<file path="config.mk">
export PLATFORM = sky130hd
export DESIGN_NAME = triangle_strip_to_list_converter
export DESIGN_NICKNAME = d
export VERILOG_FILES = /design/src/rtl/core/tstlc_pkg.sv /design/src/rtl/core/tstlc_cfg_regs.sv /design/src/rtl/core/tstlc_assemble.sv /design/src/rtl/core/tstlc_out_buf.sv /design/src/rtl/core/triangle_strip_to_list_converter.sv
export VERILOG_INCLUDE_DIRS = /design/src /design/src/rtl/core
export SDC_FILE = /design/constraint.sdc
export NUM_CORES = 1
export LEC_CHECK = 0
export BUFFER_PORTS_ARGS = -buffer_cell sky130_fd_sc_hd__buf_2
export CAP_MARGIN = 10
export CORE_UTILIZATION = 56
export CTS_CLUSTER_DIAMETER = 40
export CTS_CLUSTER_SIZE = 40
export DETAILED_ROUTE_END_ITERATION = 6
export GPL_TIMING_DRIVEN = 0
export PLACE_DENSITY = 0.83
export SYNTH_ARGS = -nofsm -noshare
export SYNTH_HDL_FRONTEND = slang
export SYNTH_HIERARCHICAL = 1
export SYNTH_SLANG_ARGS = --single-unit
</file>
<file path="constraint.sdc">
create_clock -name aclk -period 7 [get_ports aclk]
set_input_delay 0.35 -clock aclk [delete_from_list [all_inputs] [get_ports aclk]]
set_output_delay 0.35 -clock aclk [all_outputs]
set_load 0.01 [all_outputs]
</file>
<file path="src/rtl/core/triangle_strip_to_list_converter_defines.svh">
// Assertion macros shared by the triangle strip to list converter RTL.
`ifndef TRIANGLE_STRIP_TO_LIST_CONVERTER_DEFINES_SVH
`define TRIANGLE_STRIP_TO_LIST_CONVERTER_DEFINES_SVH

// Same-cycle implication, checked on every rising edge outside reset.
`define TSTLC_ASSERT_NOW(label, clk, rstn, ante, cons) \
    label: assert property (@(posedge clk) disable iff (!(rstn)) (ante) |-> (cons)) \
        else $error("tstlc same-cycle check failed");

// Next-cycle implication, checked on every rising edge outside reset.
`define TSTLC_ASSERT_NEXT(label, clk, rstn, ante, cons) \
    label: assert property (@(posedge clk) disable iff (!(rstn)) (ante) |=> (cons)) \
        else $error("tstlc next-cycle check failed");

`endif

</file>
<file path="src/rtl/core/tstlc_pkg.sv">
// Shared types and constants for the triangle strip to list converter.
package tstlc_pkg;

    localparam int FIELD_WIDTH = 32;
    localparam int CFG_INDEX_WIDTH = 2;

    // Configuration register indexes
    localparam logic [CFG_INDEX_WIDTH-1:0] CFG_LIST_MODE     = 2'd0;
    localparam logic [CFG_INDEX_WIDTH-1:0] CFG_INDEXED       = 2'd1;
    localparam logic [CFG_INDEX_WIDTH-1:0] CFG_RESTART_INDEX = 2'd2;

    typedef struct packed {
        logic                   list_mode;
        logic                   indexed;
        logic [FIELD_WIDTH-1:0] restart_index;
    } cfg_t;

    // Packed so corner_a sits in the low bits
    typedef struct packed {
        logic [FIELD_WIDTH-1:0] corner_c;
        logic [FIELD_WIDTH-1:0] corner_b;
        logic [FIELD_WIDTH-1:0] corner_a;
    } tri_t;

endpackage

</file>
<file path="src/rtl/core/tstlc_cfg_regs.sv">
// Configuration register file for the triangle strip to list converter.
module tstlc_cfg_regs (
    input  logic                                     aclk,
    input  logic                                     aresetn,
    input  logic                                     cfg_valid,
    output logic                                     cfg_ready,
    input  logic [tstlc_pkg::CFG_INDEX_WIDTH-1:0]    cfg_index,
    input  logic [tstlc_pkg::FIELD_WIDTH-1:0]        cfg_data,
    output tstlc_pkg::cfg_t                          cfg
);
    import tstlc_pkg::*;

    cfg_t cfg_reg;

    assign cfg_ready = 1'b1;
    assign cfg       = cfg_reg;

    always_ff @(posedge aclk) begin
        if (!aresetn) begin
            cfg_reg.list_mode     <= 1'b0;
            cfg_reg.indexed       <= 1'b1;
            cfg_reg.restart_index <= '1;
        end else if (cfg_valid && cfg_ready) begin
            case (cfg_index)
                CFG_LIST_MODE:     cfg_reg.list_mode     <= cfg_data[0];
                CFG_INDEXED:       cfg_reg.indexed       <= cfg_data[0];
                CFG_RESTART_INDEX: cfg_reg.restart_index <= cfg_data;
                default: ;
            endcase
        end
    end

endmodule

</file>
<file path="src/rtl/core/tstlc_assemble.sv">
// Vertex window, strip parity and triangle forming logic.
module tstlc_assemble #(
    parameter int INDEX_WIDTH = 32
) (
    input  logic                                aclk,
    input  logic                                aresetn,
    input  tstlc_pkg::cfg_t                     cfg,
    input  logic                                in_accept,
    input  logic [tstlc_pkg::FIELD_WIDTH-1:0]   in_index,
    input  logic                                in_last,
    output logic                                tri_emit,
    output tstlc_pkg::tri_t                     tri_out
);
    import tstlc_pkg::*;

    `include "triangle_strip_to_list_converter_defines.svh"

    logic [INDEX_WIDTH-1:0] older_reg, older_next;
    logic [INDEX_WIDTH-1:0] newer_reg, newer_next;
    logic [1:0]             fill_reg, fill_next;
    logic                   odd_reg, odd_next;
    logic [INDEX_WIDTH-1:0] pos_reg, pos_next;

    logic [INDEX_WIDTH-1:0] idx;
    logic                   is_restart;

    assign idx = cfg.indexed ? in_index[INDEX_WIDTH-1:0] : pos_reg;
    assign is_restart = cfg.indexed && (idx == cfg.restart_index[INDEX_WIDTH-1:0]);

    always_comb begin
        older_next = older_reg;
        newer_next = newer_reg;
        fill_next  = fill_reg;
        odd_next   = odd_reg;
        pos_next   = pos_reg + 1'b1;
        tri_emit   = 1'b0;
        tri_out.corner_a = FIELD_WIDTH'(older_reg);
        tri_out.corner_b = FIELD_WIDTH'(newer_reg);
        tri_out.corner_c = FIELD_WIDTH'(idx);

        if (cfg.list_mode) begin
            // plain triples: older, newer, current
            case (fill_reg)
                2'd0: begin
                    older_next = idx;
                    fill_next  = 2'd1;
                end
                2'd1: begin
                    newer_next = idx;
                    fill_next  = 2'd2;
                end
                default: begin
                    tri_emit  = 1'b1;
                    fill_next = 2'd0;
                end
            endcase
        end else if (is_restart) begin
            fill_next = 2'd0;
            odd_next  = 1'b0;
        end else if (fill_reg < 2'd2) begin
            older_next = newer_reg;
            newer_next = idx;
            fill_next  = fill_reg + 2'd1;
        end else begin
            tri_emit = 1'b1;
            if (odd_reg) begin
                // odd strip triangle: swap to keep winding
                tri_out.corner_a = FIELD_WIDTH'(newer_reg);
                tri_out.corner_b = FIELD_WIDTH'(older_reg);
            end
            older_next = newer_reg;
            newer_next = idx;
            odd_next   = ~odd_reg;
        end

        if (in_last) begin
            older_next = '0;
            newer_next = '0;
            fill_next  = 2'd0;
            odd_next   = 1'b0;
            pos_next   = '0;
        end
    end

    always_ff @(posedge aclk) begin
        if (!aresetn) begin
            older_reg <= '0;
            newer_reg <= '0;
            fill_reg  <= 2'd0;
            odd_reg   <= 1'b0;
            pos_reg   <= '0;
        end else if (in_accept) begin
            older_reg <= older_next;
            newer_reg <= newer_next;
            fill_reg  <= fill_next;
            odd_reg   <= odd_next;
            pos_reg   <= pos_next;
        end
    end

    `TSTLC_ASSERT_NOW(a_fill_range, aclk, aresetn, 1'b1, fill_reg != 2'd3)
    `TSTLC_ASSERT_NOW(a_emit_full, aclk, aresetn, tri_emit, fill_reg == 2'd2)
    `TSTLC_ASSERT_NEXT(a_last_clears, aclk, aresetn, in_accept && in_last,
        fill_reg == 2'd0 && pos_reg == '0 && !odd_reg)

endmodule

</file>
<file path="src/rtl/core/tstlc_out_buf.sv">
// Result register with one skid entry for the triangle output channel.
module tstlc_out_buf (
    input  logic              aclk,
    input  logic              aresetn,
    input  logic              push,
    input  tstlc_pkg::tri_t   push_data,
    output logic              in_ready,
    output logic              out_valid,
    input  logic              out_ready,
    output tstlc_pkg::tri_t   out_data
);
    import tstlc_pkg::*;

    `include "triangle_strip_to_list_converter_defines.svh"

    logic main_valid_reg;
    logic skid_valid_reg;
    tri_t main_reg;
    tri_t skid_reg;

    assign in_ready  = !skid_valid_reg;
    assign out_valid = main_valid_reg;
    assign out_data  = main_reg;

    always_ff @(posedge aclk) begin
        if (!aresetn) begin
            main_valid_reg <= 1'b0;
            skid_valid_reg <= 1'b0;
        end else if (main_valid_reg && !out_ready) begin
            if (push) begin
                skid_valid_reg <= 1'b1;
            end
        end else if (skid_valid_reg) begin
            main_valid_reg <= 1'b1;
            skid_valid_reg <= 1'b0;
        end else begin
            main_valid_reg <= push;
        end
    end

    always_ff @(posedge aclk) begin
        if (main_valid_reg && !out_ready) begin
            if (push) begin
                skid_reg <= push_data;
            end
        end else if (skid_valid_reg) begin
            main_reg <= skid_reg;
        end else if (push) begin
            main_reg <= push_data;
        end
    end

    `TSTLC_ASSERT_NOW(a_skid_needs_main, aclk, aresetn, skid_valid_reg, main_valid_reg)
    `TSTLC_ASSERT_NOW(a_no_push_when_full, aclk, aresetn, push, !skid_valid_reg)
    `TSTLC_ASSERT_NEXT(a_skid_drains, aclk, aresetn, skid_valid_reg && out_ready,
        main_valid_reg && !skid_valid_reg)

endmodule

</file>
<file path="src/rtl/core/triangle_strip_to_list_converter.sv">
// Top level of the triangle strip to list converter (primitive assembly with restart).
//
// Usage:
//   s_axis carries one vertex index per transaction (tdata) and tlast on the
//   final index of a draw. m_axis carries one triangle per transaction, corners
//   packed in tdata as corner_a, corner_b, corner_c from bit 0 up.
//   The cfg channel writes list_mode (0), indexed (1) and restart_index (2);
//   it is always ready and should be written only while the block is idle.
//   A triangle is registered as the index that completes it is accepted,
//   into the skid entry if m_axis is held off. Throughput: one index per
//   cycle while the skid entry is empty; the window update is a single
//   registered step; the result register has a one-entry skid buffer.
//   Reset (aresetn low, synchronous): window, parity and position counter
//   clear, config returns to strip mode, indexed, restart index all ones.
//   Stall: if m_axis is held off, one more triangle lands in the skid entry;
//   s_axis_tready drops only while that entry is occupied, and indices that
//   form no triangle are still accepted until then.
//   After a transaction with tlast, the window and counters start over.
module triangle_strip_to_list_converter #(
    parameter int INDEX_WIDTH = 32
) (
    input  logic                                    aclk,
    input  logic                                    aresetn,
    // configuration write channel
    input  logic                                    cfg_valid,
    output logic                                    cfg_ready,
    input  logic [tstlc_pkg::CFG_INDEX_WIDTH-1:0]   cfg_index,
    input  logic [tstlc_pkg::FIELD_WIDTH-1:0]       cfg_data,
    // index input stream
    input  logic                                    s_axis_tvalid,
    output logic                                    s_axis_tready,
    input  logic [31:0]                             s_axis_tdata,  // [31:0] index
    input  logic                                    s_axis_tlast,
    // triangle output stream
    output logic                                    m_axis_tvalid,
    input  logic                                    m_axis_tready,
    output logic [95:0]                             m_axis_tdata   // [31:0] corner_a,
                                                                   // [63:32] corner_b,
                                                                   // [95:64] corner_c
);
    import tstlc_pkg::*;

    cfg_t cfg;
    tri_t tri_next;
    tri_t tri_out;
    logic tri_emit;
    logic in_accept;

    assign in_accept = s_axis_tvalid && s_axis_tready;

    tstlc_cfg_regs u_cfg (
        .aclk      (aclk),
        .aresetn   (aresetn),
        .cfg_valid (cfg_valid),
        .cfg_ready (cfg_ready),
        .cfg_index (cfg_index),
        .cfg_data  (cfg_data),
        .cfg       (cfg)
    );

    // window state advances only on accepted index transactions
    tstlc_assemble #(
        .INDEX_WIDTH (INDEX_WIDTH)
    ) u_assemble (
        .aclk      (aclk),
        .aresetn   (aresetn),
        .cfg       (cfg),
        .in_accept (in_accept),
        .in_index  (s_axis_tdata),
        .in_last   (s_axis_tlast),
        .tri_emit  (tri_emit),
        .tri_out   (tri_next)
    );

    // a triangle is pushed only when its completing index is accepted
    tstlc_out_buf u_out (
        .aclk      (aclk),
        .aresetn   (aresetn),
        .push      (in_accept && tri_emit),
        .push_data (tri_next),
        .in_ready  (s_axis_tready),
        .out_valid (m_axis_tvalid),
        .out_ready (m_axis_tready),
        .out_data  (tri_out)
    );

    assign m_axis_tdata = tri_out;

endmodule

</file>
==> impl_metrics.ini <==
[run_status]
status = completed

[hold_path]
hold_end = u_cfg/cfg[33]
holdPathStages = 3
hp-start = cfg_data[0]
hold_class = in -> reg

[setup_path]
cp-start-kind = flip-flop
worstPathArrival_ps = 4410
rr_startpoint = u_cfg/cfg[32]
path_delay_family = simple AND/OR/NAND/NOR gates
end_kind = flip-flop
path_buf_inv = 3
required_ps = 7230
crit_fanout = 49
r2r-end = u_out/skid_reg[69]
crit_path_top_delay_cell = mux2i_1
crit_chain = buf_6 > buf_12 > mux2i_1 > xnor2_1 > nor4_1 > nand4_1 > o21ai_0 > o21ai_0 > and3_1 > and2_4 > buf_16
worst-r2r-setup-slack_ps = 2820
crit_type = reg -> reg
rr_worst_depth = 11
crit_top_cell = o21ai_0
critPathMaxStageDelay_ps = 620

[layout]
syn_to_final_growth_pct = 17.8
final_common_cell = edfxtp_1
fillers = 1816
drive_gt1_share_pct = 35.3
fin_nets = 1363
utilization_pct = 67.3
mostFrequentLayoutCells = edfxtp_1 (192), buf_2 (186), mux2_2 (147)

[detailed_routing]
drc = 0
vias = 9453
first_pass_iters = 5
routedWlPerCell_um = 20.0
ant_nets = 0
via_per_inst = 5.75
wirelength_mm = 32.9
drt_iter0_drc = 855

[global_routing]
grt-ovfl-total = 0
antenna_found_initial = 1
grt_max_degree = 50
track_usage_pct = 25.1
first_global_vias = 9375
grt_pass1_wl_mm = 51.1

[place]
pre_cts_ws_ps = 2990
place_congestion = 0.912
dp_hpwl_mm = 23.5
io_buffer_count = 167

[logic_synthesis]
ys_seq_area_share_pct = 58.9
syn_avg_cell_area_um2 = 13.3
synth_nets = 1155
synthTopCellsByArea = edfxtp_1 (40%), dfxtp_1 (19%), mux2_2 (12%), xnor2_1 (2.6%), o211ai_2 (2.6%)
synth_edf_count = 192
synth_top_area_cell = edfxtp_1
synth_area_um2 = 14400
syn_inst = 1079
synth-seq-cells = 327
async_reset_ff_share_pct = 0
synth_top_area_share_pct = 40.1
netlist-cell-type-count = 53
yosysWarnings = 6
synth_ff_type = edfxtp_1

[power]
ir_drop_mv = 0.145
leakage_nw = 6.94
power_density_nw_per_um2 = 253

[clocking]
cts_resized = 0
cts_root_buffer = clkbuf_16
ctsHoldBuffers = 0
cts_max_level = 2
clkTransAtPathRegs_ps = 60
numCtsBuffers = 36
cts_setup_buffers = 0
clk_latency_ps = 520
cts_sinks = 327
clockBufferDepth = 3
cts_tree = done

[run]
cap_violations = 0

[floorplan]
die_area_um2 = 26300
die_h_um = 162
fp.dieW_um = 162
rows = 58
start_util_pct = 57.1
core-area_um2 = 25200
num_io_pins = 171

[timing]
timing.fmax_mhz = 239
setup_viol_count_final = 0
tightestPinTransition_ps = 747
worst_hold_slack_ps = 103
hold_viol = 0
slew_violations = 0
layout_setup_ws_ps = 2820
rsz0062_at_grt = false
period_minus_slack_ps = 4180
fin_crit_sh_pct = 59.7
slew_headroom_pct = 49.8
skew_ps = 17.4
-- report_power, final --
part	total, mW	internal [mW]	switching, mW	leakage, nW
sequential	2.08	2.06	0.0224	3.00
combinational	0.266	0.111	0.155	3.34
clock	1.93	1.15	0.776	0.602
-- worst max path at each step --
stage / from / slack, ps / cells after the start / end
6_report: u_cfg/cfg[32] / 2820 / 11 / u_out/skid_reg[69]
5_1_grt: u_cfg/cfg[32] / 2770 / 11 / u_out/skid_reg[69]
4_1_cts: u_cfg/cfg[32] / 2980 / 11 / u_out/skid_reg[69]
3_5_place_dp: u_cfg/cfg[32] / 2990 / 11 / u_out/skid_reg[69]
3_3_place_gp: u_cfg/cfg[32] / -1400 / 11 / u_out/out_data[72]
2_1_floorplan: u_cfg/cfg[32] / 550 / 11 / u_out/out_data[0]
-- Yosys cell counts (5+ instances only) --
cell type and count:
buf_6 12, o21ai_0 39, inv_1 70, o211ai_2 30, xor2_1 16, and3_1 8, nand4b_1 32, a21oi_1 5
buf_4 9, buf_2 19, mux2_1 6, xnor2_1 43, nor3_1 5, nand3_1 9, mux2_4 8, clkbuf_1 20
nor2_1 39, mux2_2 147, nor2b_1 10, nand2_1 54, edfxtp_1 192, nor4_1 14, o2bb2ai_1 32, a22o_1 32
mux2i_1 33, nand4_1 9, dfxtp_1 135
-- cell families after synthesis --
group | share of synthesized area [%]
xor gates and xnor gates | 3.59
buffers and inverters | 5.05
muxes | 15.4
adders and majority gates | 0.348
other | 0.0261
DFF | 58.9
AOI/OAI and AO/OA | 8.92
and+or+nand+nor | 7.79
-- stage by stage --
step | setup TNS [ps] | cell area, µm² | std cells | total power [mW]
after detailed placement | 0 | 15700 | 1579 | 2.38
final | 0 | 16900 | 1644 | 4.28
after CTS | 0 | 16900 | 1643 | 4.30
after global placement | -133820 | 15600 | 1576 | 2.38
after global routing | 0 | 16900 | 1644 | 4.40
after floorplan | 0 | 14400 | 1079 | 2.29
-- per-layer routing --
layer  routed length (µm)  part of all wire [%]  GRT usage [%]  up-vias
met5                    0                     0              0        -
met4                  860                   2.6           8.19        0
met3                 2090                   6.3           3.63       68
met2                16000                    49           42.0      398
met1                14000                    42           33.6     4588
li1                     -                     -              -     4399
-- worst reg2reg max path: cells and delay by family, from the launching register on --
kind                   cells  cell delay, ps
AND/OR/NAND/NOR            4            1390
AO/OA/AOI/OAI              2             660
buffers and inverters      3             660
multiplexers               1             620
flip-flops                 1             350
XOR/XNOR                   1             190
-- layout make-up --
class | instances | area, µm² | share of cell area [%]
Timing Repair Buffer | 170 | 903 | 5.33
Tap cell | 330 | 413 | 2.44
Inverter | 70 | 263 | 1.55
Buffer | 67 | 464 | 2.74
Clock inverter | 19 | 260 | 1.54
Sequential cell | 327 | 8470 | 50.0
Multi-Input combinational cell | 615 | 5200 | 30.7
Clock buffer | 45 | 966 | 5.70
Antenna cell | 1 | 2.50 | 0.0148
No activity file was read; power rests on OpenSTA's default activity.
